==> config.mk <==
export PLATFORM = sky130hd
export DESIGN_NAME = sync_header_crc16_frame_builder_flat
export DESIGN_NICKNAME = d
export VERILOG_FILES = /design/src/rtl/shcfb_pkg.sv /design/src/rtl/shcfb_if.sv /design/src/rtl/sync_header_crc16_frame_builder.sv /design/src/flat_wrapper.sv
export SDC_FILE = /design/constraint.sdc
export NUM_CORES = 1
export LEC_CHECK = 0
export BUFFER_PORTS_ARGS = -buffer_cell sky130_fd_sc_hd__buf_2
export CAP_MARGIN = 0
export CORE_ASPECT_RATIO = 1.4
export CORE_MARGIN = 3
export CORE_UTILIZATION = 46
export CTS_BUF_LIST = sky130_fd_sc_hd__clkbuf_4
export DETAILED_ROUTE_END_ITERATION = 10
export HOLD_SLACK_MARGIN = 0.08
export PLACE_DENSITY_LB_ADDON = 0.15
export RECOVER_POWER = 50
export REMOVE_ABC_BUFFERS = 1
export SYNTH_ARGS = -nofsm -noshare
export SYNTH_HDL_FRONTEND = slang
export SYNTH_SLANG_ARGS = --single-unit
export TNS_END_PERCENT = 100
==> constraint.sdc <==
create_clock -name clk -period 3.2 [get_ports clk]
set_input_delay 0.64 -clock clk [delete_from_list [all_inputs] [get_ports clk]]
set_output_delay 0.64 -clock clk [all_outputs]
set_load 0.005 [all_outputs]
==> src/rtl/shcfb_pkg.sv <==
// ---------------------------------------------------------------------------
// shcfb_pkg: shared types and constants of the sync header CRC16 framer
// Byte roles, register indexes, emitter step codes and the byte-wide
// CRC-16/CCITT-FALSE update.
// ---------------------------------------------------------------------------
package shcfb_pkg;

  localparam int BYTE_W    = 8;
  localparam int ROLE_W    = 2;
  localparam int CFG_IDX_W = 2;
  localparam int CRC_W     = 16;
  localparam int STEP_W    = 7;

  localparam logic [CRC_W-1:0] CRC_INIT = 16'hFFFF;
  localparam logic [CRC_W-1:0] CRC_POLY = 16'h1021;

  typedef enum logic [ROLE_W-1:0] {
    ROLE_HEADER  = 2'd0,
    ROLE_PAYLOAD = 2'd1,
    ROLE_CHECK   = 2'd2
  } role_t;

  typedef enum logic [CFG_IDX_W-1:0] {
    REG_SYNC_FIRST     = 2'd0,
    REG_SYNC_SECOND    = 2'd1,
    REG_ID_STATE_FRAME = 2'd2,
    REG_ID_CALIB_FRAME = 2'd3
  } cfg_reg_t;

  typedef enum logic [STEP_W-1:0] {
    ST_SYNC1 = 7'b0000001,
    ST_SYNC2 = 7'b0000010,
    ST_ID    = 7'b0000100,
    ST_SEQ   = 7'b0001000,
    ST_PAY   = 7'b0010000,
    ST_CRCL  = 7'b0100000,
    ST_CRCH  = 7'b1000000
  } step_t;

  // MSB-first CRC update over one byte
  function automatic logic [CRC_W-1:0] crc16_byte(input logic [CRC_W-1:0] crc,
                                                  input logic [BYTE_W-1:0] b);
    logic [CRC_W-1:0] c;
    c = crc ^ {b, {(CRC_W-BYTE_W){1'b0}}};
    for (int i = 0; i < BYTE_W; i++) begin
      if (c[CRC_W-1]) begin
        c = (c << 1) ^ CRC_POLY;
      end else begin
        c = c << 1;
      end
    end
    return c;
  endfunction

endpackage

==> src/rtl/shcfb_if.sv <==
// ---------------------------------------------------------------------------
// shcfb interfaces: input item, result and register write channels
// Each channel carries valid, ready and its payload fields.
// ---------------------------------------------------------------------------
interface shcfb_item_if;
  logic                          valid;
  logic                          ready;
  logic [shcfb_pkg::BYTE_W-1:0]  payload_byte;
  logic                          frame_start;
  logic                          frame_end;
  logic                          frame_kind;

  modport source (output valid, payload_byte, frame_start, frame_end, frame_kind,
                  input ready);
  modport sink   (input valid, payload_byte, frame_start, frame_end, frame_kind,
                  output ready);
endinterface

interface shcfb_result_if;
  logic                          valid;
  logic                          ready;
  logic [shcfb_pkg::BYTE_W-1:0]  out_byte;
  logic [shcfb_pkg::ROLE_W-1:0]  byte_role;
  logic                          run_last;
  logic                          frame_last;

  modport source (output valid, out_byte, byte_role, run_last, frame_last,
                  input ready);
  modport sink   (input valid, out_byte, byte_role, run_last, frame_last,
                  output ready);
endinterface

interface shcfb_cfg_if;
  logic                            valid;
  logic                            ready;
  logic [shcfb_pkg::CFG_IDX_W-1:0] index;
  logic [shcfb_pkg::BYTE_W-1:0]    data;

  modport source (output valid, index, data, input ready);
  modport sink   (input valid, index, data, output ready);
endinterface

==> src/rtl/sync_header_crc16_frame_builder.sv <==
// ---------------------------------------------------------------------------
// sync_header_crc16_frame_builder: byte framer with sync header and CRC16
// Wraps payload bytes into frames of sync, id, sequence, payload and a
// CRC-16/CCITT-FALSE trailer sent low byte first.
// ---------------------------------------------------------------------------
// A taken item goes to the emitter registers, then its results to the result register.
// Throughput: one result per cycle unless the output stalls; an item yields 0 to 7 results
//   and holds the emitter until its last is sent (payload-only bytes: one per cycle).
// The next item is taken in the cycle the emitter sends the current item's last byte.
// Reset: registers read 0, sequence 0, CRC FFFF, outside a frame, no result.
module sync_header_crc16_frame_builder (
  input  logic           clk,
  input  logic           rst,
  shcfb_cfg_if.sink      cfg,
  shcfb_item_if.sink     item,
  shcfb_result_if.source result
);
  import shcfb_pkg::*;

  logic [BYTE_W-1:0] sync_first;
  logic [BYTE_W-1:0] sync_second;
  logic [BYTE_W-1:0] id_state_frame;
  logic [BYTE_W-1:0] id_calib_frame;

  logic              inside_frame;
  logic [BYTE_W-1:0] frame_sequence;

  logic              busy;
  step_t             step;
  logic [BYTE_W-1:0] cur_byte;
  logic              cur_end;
  logic [BYTE_W-1:0] cur_id;
  logic [BYTE_W-1:0] cur_seq;
  logic [CRC_W-1:0]  crc;

  logic              res_valid;
  logic [BYTE_W-1:0] res_byte;
  logic [ROLE_W-1:0] res_role;
  logic              res_run_last;
  logic              res_frame_last;

  logic              item_fire;
  logic              take;
  logic              emit;
  logic [BYTE_W-1:0] emit_byte;
  role_t             emit_role;
  logic              step_last;
  logic              emit_frame_last;
  step_t             step_next;
  logic [CRC_W-1:0]  crc_base;
  logic [CRC_W-1:0]  crc_next;

  // configuration
  assign cfg.ready = 1'b1;

  always_ff @(posedge clk) begin
    if (rst) begin
      sync_first     <= '0;
      sync_second    <= '0;
      id_state_frame <= '0;
      id_calib_frame <= '0;
    end else if (cfg.valid) begin
      unique case (cfg_reg_t'(cfg.index))
        REG_SYNC_FIRST:     sync_first     <= cfg.data;
        REG_SYNC_SECOND:    sync_second    <= cfg.data;
        REG_ID_STATE_FRAME: id_state_frame <= cfg.data;
        REG_ID_CALIB_FRAME: id_calib_frame <= cfg.data;
        default: ;
      endcase
    end
  end

  // accept side: frame tracking in item order
  assign item_fire = item.valid && item.ready;
  assign take      = item_fire && (item.frame_start || inside_frame);

  always_ff @(posedge clk) begin
    if (rst) begin
      inside_frame   <= 1'b0;
      frame_sequence <= '0;
    end else if (take) begin
      inside_frame <= !item.frame_end;
      if (item.frame_end) begin
        frame_sequence <= frame_sequence + 1'b1;
      end
    end
  end

  always_ff @(posedge clk) begin
    if (take) begin
      cur_byte <= item.payload_byte;
      cur_end  <= item.frame_end;
      cur_id   <= item.frame_kind ? id_calib_frame : id_state_frame;
      cur_seq  <= frame_sequence;
    end
  end

  // byte emitter
  assign emit = busy && (!res_valid || result.ready);

  always_comb begin
    emit_byte       = '0;
    emit_role       = ROLE_HEADER;
    step_last       = 1'b0;
    emit_frame_last = 1'b0;
    step_next       = ST_PAY;
    unique case (step)
      ST_SYNC1: begin
        emit_byte = sync_first;
        step_next = ST_SYNC2;
      end
      ST_SYNC2: begin
        emit_byte = sync_second;
        step_next = ST_ID;
      end
      ST_ID: begin
        emit_byte = cur_id;
        step_next = ST_SEQ;
      end
      ST_SEQ: begin
        emit_byte = cur_seq;
        step_next = ST_PAY;
      end
      ST_PAY: begin
        emit_byte = cur_byte;
        emit_role = ROLE_PAYLOAD;
        step_last = !cur_end;
        step_next = ST_CRCL;
      end
      ST_CRCL: begin
        emit_byte = crc[BYTE_W-1:0];
        emit_role = ROLE_CHECK;
        step_next = ST_CRCH;
      end
      ST_CRCH: begin
        emit_byte       = crc[CRC_W-1:BYTE_W];
        emit_role       = ROLE_CHECK;
        step_last       = 1'b1;
        emit_frame_last = 1'b1;
      end
      default: begin
        step_last = 1'b1;
      end
    endcase
  end

  // restart the CRC on the first sync byte of each frame
  assign crc_base   = (step == ST_SYNC1) ? CRC_INIT : crc;
  assign crc_next   = crc16_byte(crc_base, emit_byte);
  assign item.ready = !busy || (emit && step_last);

  always_ff @(posedge clk) begin
    if (rst) begin
      busy <= 1'b0;
      step <= ST_PAY;
      crc  <= CRC_INIT;
    end else begin
      if (emit && (emit_role != ROLE_CHECK)) begin
        crc <= crc_next;
      end
      if (take) begin
        busy <= 1'b1;
        step <= item.frame_start ? ST_SYNC1 : ST_PAY;
      end else if (emit) begin
        if (step_last) begin
          busy <= 1'b0;
        end else begin
          step <= step_next;
        end
      end
    end
  end

  // result register
  always_ff @(posedge clk) begin
    if (rst) begin
      res_valid <= 1'b0;
    end else if (emit) begin
      res_valid <= 1'b1;
    end else if (result.ready) begin
      res_valid <= 1'b0;
    end
  end

  always_ff @(posedge clk) begin
    if (emit) begin
      res_byte       <= emit_byte;
      res_role       <= emit_role;
      res_run_last   <= step_last;
      res_frame_last <= emit_frame_last;
    end
  end

  assign result.valid      = res_valid;
  assign result.out_byte   = res_byte;
  assign result.byte_role  = res_role;
  assign result.run_last   = res_run_last;
  assign result.frame_last = res_frame_last;

endmodule

==> src/flat_wrapper.sv <==
// flat-port wrapper written by rule: the top's interface ports become plain ports
module sync_header_crc16_frame_builder_flat import shcfb_pkg::*;
  (clk, rst, cfg_valid, cfg_index, cfg_data, cfg_ready, item_valid, item_payload_byte, item_frame_start, item_frame_end, item_frame_kind, item_ready, result_valid, result_out_byte, result_byte_role, result_run_last, result_frame_last, result_ready);
  shcfb_cfg_if cfg_i ();
  shcfb_item_if item_i ();
  shcfb_result_if result_i ();
  input  logic clk;
  input  logic rst;
  input wire logic [$bits(cfg_i.valid)-1:0] cfg_valid;
  input wire logic [$bits(cfg_i.index)-1:0] cfg_index;
  input wire logic [$bits(cfg_i.data)-1:0] cfg_data;
  output wire logic [$bits(cfg_i.ready)-1:0] cfg_ready;
  input wire logic [$bits(item_i.valid)-1:0] item_valid;
  input wire logic [$bits(item_i.payload_byte)-1:0] item_payload_byte;
  input wire logic [$bits(item_i.frame_start)-1:0] item_frame_start;
  input wire logic [$bits(item_i.frame_end)-1:0] item_frame_end;
  input wire logic [$bits(item_i.frame_kind)-1:0] item_frame_kind;
  output wire logic [$bits(item_i.ready)-1:0] item_ready;
  output wire logic [$bits(result_i.valid)-1:0] result_valid;
  output wire logic [$bits(result_i.out_byte)-1:0] result_out_byte;
  output wire logic [$bits(result_i.byte_role)-1:0] result_byte_role;
  output wire logic [$bits(result_i.run_last)-1:0] result_run_last;
  output wire logic [$bits(result_i.frame_last)-1:0] result_frame_last;
  input wire logic [$bits(result_i.ready)-1:0] result_ready;
  assign cfg_i.valid = cfg_valid;
  assign cfg_i.index = cfg_index;
  assign cfg_i.data = cfg_data;
  assign cfg_ready = cfg_i.ready;
  assign item_i.valid = item_valid;
  assign item_i.payload_byte = item_payload_byte;
  assign item_i.frame_start = item_frame_start;
  assign item_i.frame_end = item_frame_end;
  assign item_i.frame_kind = item_frame_kind;
  assign item_ready = item_i.ready;
  assign result_valid = result_i.valid;
  assign result_out_byte = result_i.out_byte;
  assign result_byte_role = result_i.byte_role;
  assign result_run_last = result_i.run_last;
  assign result_frame_last = result_i.frame_last;
  assign result_i.ready = result_ready;
  sync_header_crc16_frame_builder u_core (.clk(clk), .rst(rst), .cfg(cfg_i), .item(item_i), .result(result_i));
endmodule
* Yosys cells after proc, flatten, opt, wreduce, memory -nomap -nowiden
Cells that the tools add are included.
** Word-level totals
- Memories kept :: 0
- Memory bits (writable) :: 0
- Latch bits :: 0
- Register bits :: 103
- Word-level logic and storage cells :: 89
- Bits of input ports :: 26
- Memory bits (read-only) :: 0
- Output and inout port bits :: 15
** Cells by class
- Reductions and logical operators :: 25
- $lt $le $gt $ge :: 0
- Bitwise gates (word level) :: 9
- Equal/unequal tests :: 12
- Divide/modulo/power cells :: 0
- Add/sub/neg operators :: 1
- Shifts and indexed selects :: 0
- $mul :: 0
- Muxes and demuxes :: 24
** Operators by type and width (number)
- two-way mux 13 bit :: 8
- one-hot mux 8 bit (7 select lines) :: 1
- one-hot mux 7 bit (5 select lines) :: 1
- inverter 3 bit :: 8
- two-way mux 7 bit :: 3
- two-way mux 16 bit :: 1
- bitwise XOR 16 bit :: 1
- AND reduction 2 bit :: 7
- adder 8 x 1 -> 8 bit (second input constant) :: 1
- two-way mux 8 bit :: 1
- == test 7 x 1 -> 1 bit (second input constant) :: 1
- == test 7 x 2 -> 1 bit (second input constant) :: 1
- == test 7 x 3 -> 1 bit (second input constant) :: 1
- == test 7 x 4 -> 1 bit (second input constant) :: 1
- == test 7 x 5 -> 1 bit (second input constant) :: 1
- == test 7 x 6 -> 1 bit (second input constant) :: 1
- == test 7 bit (second input constant) :: 1
- two-way mux 1 bit :: 6
- nonzero test 2 bit :: 3
- logical AND 1 bit :: 5
- two-way mux 5 bit :: 1
- OR reduction 5 bit :: 1
- == test 2 bit (second input constant) :: 2
- logical NOT 1 bit :: 4
- 8 further kinds :: 10

* Longest topological paths before layout
Gate-level depths: netlist (run 1).
- Depth in word-level cells :: 19
- Mapped depth :: 10
- Gate-level depth less buffers :: 7

* Least setup slack after synthesis (run 1)
OpenSTA, ideal clock, no wires.
- Path kind :: register to register
- Start :: register u_core.step[1]
- End :: register u_core.frame_sequence[3]
- Data arrival time :: 2.219 ns
- Path slack :: 0.854 ns
- Buffers on the path :: 2
- Period minus slack after synthesis :: 2.346 ns
- Library setup time :: 0.128 ns
- Cell stages (with the launch flop) :: 10
- Cells stage by stage :: dfxtp_1 > or4_1 > buf_4 > nor4_1 > a41o_1 > o2bb2ai_2 > buf_4 > nand3_1 > xor2_1 > nor2_1
** On the way
- Word-level cells in the longest chain between the ends :: 8
- Elaborated cells on any way between the ends :: 13
- Classes of those cells :: 6 x eq/ne; 1 x mux; 6 x reduce/logical
** RTL lines
- start: declaration :: RTL line sync_header_crc16_frame_builder.sv:29 : step_t step;
- start signal: assignment :: RTL line sync_header_crc16_frame_builder.sv:163 : step <= item.frame_start ? ST_SYNC1 : ST_PAY;
- start signal: assignment :: RTL line sync_header_crc16_frame_builder.sv:168 : step <= step_next;
- == test 7 x 4 -> 1 bit (tied with other cells) :: RTL line sync_header_crc16_frame_builder.sv:107 : unique case (step)
- OR reduction 5 bit (no source line)
- one-hot mux 1 bit (2 select lines) * :: RTL line sync_header_crc16_frame_builder.sv:107
- via u_core.step_last :: RTL line sync_header_crc16_frame_builder.sv:47 : logic step_last;
- logical AND 1 bit * :: RTL line sync_header_crc16_frame_builder.sv:150 : assign item.ready = !busy || (emit && step_last);
- logical OR 1 bit * :: RTL line sync_header_crc16_frame_builder.sv:150
- logical AND 1 bit * :: RTL line sync_header_crc16_frame_builder.sv:74 : assign item_fire = item.valid && item.ready;
- logical AND 1 bit * :: RTL line sync_header_crc16_frame_builder.sv:75 : assign take = item_fire && (item.frame_start || inside_frame);
- via u_core.take :: RTL line sync_header_crc16_frame_builder.sv:43 : logic take;
- AND reduction 2 bit (no source line) *
- end signal: assignment :: RTL line sync_header_crc16_frame_builder.sv:84 : frame_sequence <= frame_sequence + 1'b1;
- end: declaration :: RTL line sync_header_crc16_frame_builder.sv:26 : logic [BYTE_W-1:0] frame_sequence;
The timed path passes the listed nets; every way through them passes the cells marked *.
A chain may end at the register's enable or synchronous reset.

* Worst setup path after layout (run 1)
- Start :: register u_core.step[4]
- End :: output port item_ready
** On the way
- Word-level cells in the longest chain between the ends :: 5
- Elaborated cells on any way between the ends :: 10
- Classes of those cells :: 6 x eq/ne; 1 x mux; 3 x reduce/logical
** RTL lines
- == test 7 x 4 -> 1 bit (tied with other cells) :: RTL line sync_header_crc16_frame_builder.sv:107
- OR reduction 5 bit (no source line)
- one-hot mux 1 bit (2 select lines) * :: RTL line sync_header_crc16_frame_builder.sv:107
- via u_core.step_last :: RTL line sync_header_crc16_frame_builder.sv:47
- logical AND 1 bit * :: RTL line sync_header_crc16_frame_builder.sv:150
- logical OR 1 bit * :: RTL line sync_header_crc16_frame_builder.sv:150
- end: declaration :: RTL line flat_wrapper.sv:18 : output wire logic [$bits(item_i.ready)-1:0] item_ready;
Marks and branches as above.

==> flow_summary_export.csv, run 1 <==
group,metric,value,unit
run_status,status,"finished, violations left",
run_status,violations,"max-capacitance violations, max-slew violations",
synthesis,ys_async_sr_fraction,0,%
routing,drt_wl_total,12060,um
timing,period_share,94.23,%
grt,antenna_found_initial,1,
synthesis,ys_seq_area_share,47.83,%
run,maxCapViolCount,1,
layout,nets,561,
power_and_ir_drop,peakVddDrop,0.2448,mV
timing,rsz0062_at_grt,"false",
clocking,clkLatencyLatePin,0.45,ns
floorplanning,die_y,130.4,um
power_and_ir_drop,leakagePower,2.241,nW
synthesis,yosysMostFrequentCell,"nor2_1",
routing,drt_first_pass_iters,5,
clocking,cts_inserted_buffers,9,
synthesis,synth_top_area_share,25.98,%
power_and_ir_drop,switching_power,0.0008614,W
timing,finalHoldViolCount,0,
synthesis,synthFlopType,"dfxtp_1",
placed_design,routabilityCongestion,0.9744,
clocking,clockBufferDepth,2,
routing,viasPerCell,5.704,
synthesis,yosys-top-cells-area,"dfxtp_1 (26%), edfxtp_1 (22%), mux2i_1 (6.3%)",
synthesis,syn-cell-area,0.005085,mm^2
synthesis,yosys-top-cells-count,"nor2_1 (69), dfxtp_1 (66), edfxtp_1 (37)",
timing,clock_skew,0.01360,ns
critical_path,crit_arrival,2.38,ns
timing,tightest_slew,1.718,ns
power_and_ir_drop,p_clk_share,25.6,%
grt,grt_pass1_vias,3709,
routing,drt_iter0_markers,301,
critical_path,critPathRequiredTime,2.56,ns
critical_path,crit_type,"reg2out",
floorplanning,core-area,0.01057,mm^2
power_and_ir_drop,power_density,533.7,mW/mm^2
placed_design,dp_hpwl,9181,um
floorplanning,die_w,94.86,um
hold_path,hold_path_class,"in2reg",
power_and_ir_drop,switching_share,29.06,%
routing,wl_per_cell,17.79,um
layout,drive_above_1_share,16.88,%
synthesis,synth_top_area_cell,"dfxtp_1",
power_and_ir_drop,p_seq_share,52.8,%
layout,fin_util,52.54,%
clocking,cts_tree,"done",
routing,ant_nets,0,
synthesis,synthCells,502,
clocking,cts_setup_buffers,0,
routing,vias,3867,
floorplanning,io_pins,41,
timing,tns,0,ns
critical_path,cp-end-kind,"primary output",
layout,finalNonFillerCells,678,
power_and_ir_drop,p_comb_share,21.7,%
timing,slew_headroom,-14.51,%
grt,grt_pass1_wl,19330,um
timing,fmax,0.3316,GHz
floorplanning,initial_core_util,48.11,%
timing,maxSlewViolCount,41,
placed_design,dp.cells,661,
clocking,hold_buffers,0,
placed_design,io_buffers,39,
grt,grt_max_degree,41,
synthesis,ys_types,77,
timing,fin_crit,3.015,ns
clocking,root_buffer,"clkbuf_4",
floorplanning,rows,44,
clocking,clock_sinks,103,
clocking,cts_htree_levels,3,
layout,area_growth,9.227,%
power_and_ir_drop,p_int,0.002103,W
floorplanning,dieArea,0.01237,mm^2
grt,overflow,0,
routing,drcViolationCount,0,
synthesis,avgSynthCellArea,10.13,um^2
timing,setup_violations,0,
critical_path,start_kind,"flop",
synthesis,synth-seq-cells,103,
synthesis,synth_edf_count,37,
clocking,cts_resized,3,
timing,hold_slack,0.3488,ns
synthesis,synth_warnings,0,
clocking,path_clk_slew,0.15,ns
grt,track_usage,20.56,%
critical_path,crit_fanout,18,
==> critical path, stage by stage, from the launching register on <==
cell	delay (ns)
dfxtp_2	0.57
nor2b_1	0.48
o311ai_0	0.26
a41o_1	0.33
nand2_1	0.09
nand2_1	0.06
buf_2	0.13
==> per-stage QoR <==
step                      worst slack (ns)  total power [W]  cell area (um^2)
after floorplan                     0.3989         0.002030              4897
after global placement              0.4580         0.002222              5390
after detailed placement            0.3921         0.002234              5390
after CTS                          0.09967         0.002994              5562
after global routing               0.02689         0.003111              5554
final                               0.1846         0.002964              5554
==> cells in the final DEF, fill, tap and decap left out, types with 3 or more instances in the layout <==
master	n
nor2_1	69
dfxtp_1	64
edfxtp_1	37
buf_2	34
nand2_1	32
mux2i_1	32
a21oi_1	19
nand3b_1	17
buf_4	14
nand3_1	12
nand4_1	12
xor2_1	12
nor3_1	10
clkbuf_4	10
o21ai_0	9
inv_1	8
o211ai_1	8
xnor2_1	8
nor2b_1	7
nor4_1	7
a211oi_1	7
mux2_2	6
clkbuf_1	6
and3_1	5
and2_1	5
nor4bb_1	4
a22oi_1	4
a211o_1	4
nand2b_1	3
or2_2	3
or3_1	3
a22o_1	3
xnor3_1	3
==> layout make-up <==
class / instances / area [um^2]
fill: 996 / 5016
tap: 138 / 172.7
antenna: 1 / 2.502
multi-input combinational: 357 / 2447
sequential: 103 / 2435
inverter: 9 / 33.78
timing repair buffer: 54 / 297.8
clock buffer: 10 / 75.07
clock inverter: 6 / 90.09
==> cells by family (layout without fill, tap and decap cells) <==
| logic type | Yosys count | after routing | synth area share, % |
|---|---|---|---|
| XOR/XNOR | 23 | 23 | 4.774 |
| AO/OA/AOI/OAI | 82 | 82 | 11.86 |
| AND/OR/NAND/NOR | 209 | 209 | 22.49 |
| flip-flops | 103 | 103 | 47.83 |
| adder cells (fa/ha/maj) | 1 | 1 | 0.2460 |
| multiplexers | 41 | 41 | 8.366 |
| other | 1 | 2 | 0.07375 |
| buffers and inverters | 42 | 79 | 4.355 |
==> metal layers <==
| metal | GRT usage [%] | share of wire, % | vias to the layer above |
|---|---|---|---|
| met5 | 0 | 0 | - |
| met1 | 24.78 | 41 | 1844 |
| met4 | 9.856 | 4.1 | 0 |
| met2 | 35.42 | 50 | 101 |
| met3 | 3.551 | 4.1 | 30 |
| li1 | - | - | 1892 |
==> registers in the layout (all words and copies together) (netlist names), 2 cells and up <==
signal / flops
u_core.sync_first: 8
u_core.cur_seq: 8
u_core.cur_byte: 8
u_core.result.out_byte: 8
u_core.sync_second: 8
u_core.crc: 16
u_core.id_state_frame: 8
u_core.frame_sequence: 8
u_core.cur_id: 8
u_core.step: 7
u_core.id_calib_frame: 8
u_core.result.byte_role: 2
==> path summary, 6_finish.rpt <==
| path | startpoint | to | depth (start not counted) | slack (ns) |
|---|---|---|---|---|
| worst max-delay path | u_core.step[4] | item_ready | 6 | 0.18 |
| worst min-delay path | item_payload_byte[2] | u_core.cur_byte[2] | 1 | 0.35 |
| worst max register to register | u_core.step[6] | u_core.crc[6] | 7 | 0.43 |
| worst min register to register | u_core.frame_sequence[7] | u_core.cur_seq[7] | 0 | 0.48 |
==> power groups by stage <==
stage               clock, W  combinational [W]  sequential [W]
detailed placement         0           0.000644         0.00159
finish              0.000758           0.000642         0.00156
CTS                 0.000784           0.000648         0.00156
global placement           0           0.000632         0.00159
global route        0.000824           0.000713         0.00158
floorplan                  0           0.000466         0.00156
Power figures use the tool's default switching activity.
==> inputs of run 2 (changes only) <==
--- a/config.mk
+++ b/config.mk
@@ -5,6 +5,7 @@
 export SDC_FILE = /design/constraint.sdc
 export NUM_CORES = 1
 export LEC_CHECK = 0
+export ABC_AREA = 1
 export BUFFER_PORTS_ARGS = -buffer_cell sky130_fd_sc_hd__buf_2
 export CAP_MARGIN = 0
 export CORE_ASPECT_RATIO = 1.4
==> flow_summary_export.csv, run 2 <==
group,metric,value,unit
synthesis,yosys-top-cells-area,"dfxtp_1 (27%), edfxtp_1 (22%), nand2_1 (10%)",
timing,tightest_slew,1.192,ns
clocking,clock_sinks,103,
clocking,cts_tree,"done",
routing,drt_wl_total,11880,um
clocking,cts_resized,0,
power_and_ir_drop,p_clk_share,26.9,%
run,maxCapViolCount,0,
floorplanning,die_y,129.1,um
floorplanning,io_pins,41,
hold_path,hold_path_class,"in2reg",
critical_path,cp-end-kind,"primary output",
power_and_ir_drop,peakVddDrop,0.2847,mV
synthesis,yosysMostFrequentCell,"nand2_1",
layout,largest_register_ffs,16,
floorplanning,initial_core_util,47.58,%
timing,tns,0,ns
placed_design,place_ws,0.8182,ns
grt,grt_pass1_wl,19710,um
power_and_ir_drop,p_int,0.001822,W
clocking,path_clk_slew,0.16,ns
critical_path,crit_type,"reg2out",
synthesis,ys_seq_area_share,48.87,%
critical_path,crit_arrival,2.12,ns
routing,vias,4213,
timing,period_share,86.32,%
routing,wl_per_cell,14.50,um
clocking,clkLatencyLatePin,0.47,ns
placed_design,dp_hpwl,8855,um
grt,grt_pass1_vias,4104,
routing,ant_nets,0,
clocking,clockBufferDepth,2,
synthesis,synthFlopType,"dfxtp_1",
power_and_ir_drop,switching_power,0.0007921,W
clocking,cts_htree_levels,3,
synthesis,yosys-top-cells-count,"nand2_1 (136), nand3_1 (89), nor2_1 (83)",
placed_design,io_buffers,39,
power_and_ir_drop,p_comb_share,16.5,%
floorplanning,die_w,93.91,um
layout,nFillCells,1040,
synthesis,ys_types,33,
clocking,hold_buffers,0,
layout,final_common_cell,"nand2_1",
synthesis,synth_warnings,0,
grt,track_usage,20.93,%
placed_design,routabilityCongestion,0.8225,
layout,final_cell_mix,"nand2_1 (136), nand3_1 (89), nor2_1 (83), dfxtp_1 (66), a21oi_1 (50)",
synthesis,synthCells,639,
critical_path,crit_fanout,28,
synthesis,syn-cell-area,0.004977,mm^2
timing,clock_skew,0.01709,ns
timing,slew_headroom,19.90,%
critical_path,start_kind,"flop",
layout,area_growth,8.673,%
timing,setup_violations,0,
grt,overflow,0,
critical_path,cpPeakStageDelay,0.36,ns
timing,fmax,0.3620,GHz
synthesis,ys_async_sr_fraction,0,%
clocking,cts_inserted_buffers,9,
synthesis,synth_top_area_share,26.55,%
timing,fin_crit,2.762,ns
synthesis,synth_top_area_cell,"dfxtp_1",
power_and_ir_drop,p_seq_share,56.6,%
routing,viasPerCell,5.144,
clocking,root_buffer,"clkbuf_4",
synthesis,synth_edf_count,37,
layout,top_register,"u_core.crc",
critical_path,path_common_cell,"nand2_4",
routing,drcViolationCount,0,
timing,finalHoldViolCount,0,
run_status,status,"completed",
floorplanning,dieArea,0.01212,mm^2
layout,nets,702,
timing,layout_setup_ws,0.4379,ns
floorplanning,rows,44,
critical_path,critPathRequiredTime,2.56,ns
critical_path,path_cells,"inv_1, nand2_4, nor2_8, nand2_1, nand3_4, inv_2, nand2_2, nand2_4, buf_2",
layout,drive_above_1_share,15.59,%
synthesis,avgSynthCellArea,7.789,um^2
power_and_ir_drop,switching_share,30.30,%
critical_path,cp_slowest_cell,"dfxtp_1",
timing,maxSlewViolCount,0,
routing,drt_first_pass_iters,4,
timing,rsz0062_at_grt,"false",
power_and_ir_drop,power_density,483.3,mW/mm^2
clocking,cts_setup_buffers,0,
synthesis,synth-seq-cells,103,
routing,drt_iter0_markers,194,
floorplanning,core-area,0.01046,mm^2
power_and_ir_drop,leakagePower,2.229,nW
grt,grt_max_degree,36,
grt,antenna_found_initial,1,
==> run 2: cell families after synthesis <==
| logic type | Yosys count | synth area share (%) |
|---|---|---|
| AOI/OAI and AO/OA | 100 | 10.66 |
| other | 1 | 0.07534 |
| adders and majority gates | 1 | 0.2513 |
| buffers and inverters | 77 | 6.486 |
| xor gates and xnor gates | 6 | 1.056 |
| and+or+nand+nor | 351 | 32.60 |
| DFF | 103 | 48.87 |
==> run 2: power by group through the flow <==
stage	Sequential (W)	Clock [W]	Combinational [W]
final	0.00148	0.000704	0.000431
after global routing	0.00149	0.000773	0.000495
after CTS	0.00148	0.000728	0.000436
after floorplan	0.00149	0	0.000306
after global placement	0.00151	0	0.000420
after detailed placement	0.00151	0	0.000434
==> run 2: final cells by class <==
type	instances	area, um^2	share of cell area, %
diodes	1	2.502	0.04626
clock buffers	9	67.56	1.249
clock inverters	7	77.57	1.434
inverters	59	226.5	4.187
multi-input cells	459	2217	40.99
flip-flops and latches	103	2432	44.97
well taps	138	172.7	3.192
repair buffers	43	212.7	3.932
==> run 2: per-layer routing <==
metal	global-route usage, %	up-vias	wire length [um]
li1	-	2175	-
met1	23.78	1935	4881
met2	37.26	78	6192
met3	3.717	25	400
met4	10.71	0	402
met5	0	-	0
==> run 2: through the flow <==
stage	area, um^2	total power [W]	cells	util [%]	hold WS [ns]
after detailed placement	5279	0.001942	802	50.47	0.4469
after global placement	5279	0.001927	802	50.47	0.4373
final	5409	0.002614	819	51.71	0.3355
after CTS	5424	0.002643	818	51.85	0.3072
after floorplan	4881	0.001800	621	-	0.4266
after global routing	5409	0.002754	819	51.71	0.3030
==> run 2: worst paths after layout <==
| path | startpoint | end | slack, ns | cells past startpoint |
|---|---|---|---|---|
| hold / removal | item_payload_byte[7] | u_core.cur_byte[7] | 0.34 | 1 |
| setup reg to reg | u_core.step[6] | u_core.crc[12] | 0.64 | 13 |
| hold reg to reg | u_core.id_calib_frame[6] | u_core.id_calib_frame[6] | 0.46 | 2 |
| setup / recovery | u_core.step[6] | item_ready | 0.44 | 9 |
==> run 2: worst max-delay path, delay by kind of cell, from the launching register on <==
kind,cells,cell delay [ns]
buffers and inverters,3,0.33
and+or+nand+nor,6,0.98
DFF,1,0.36
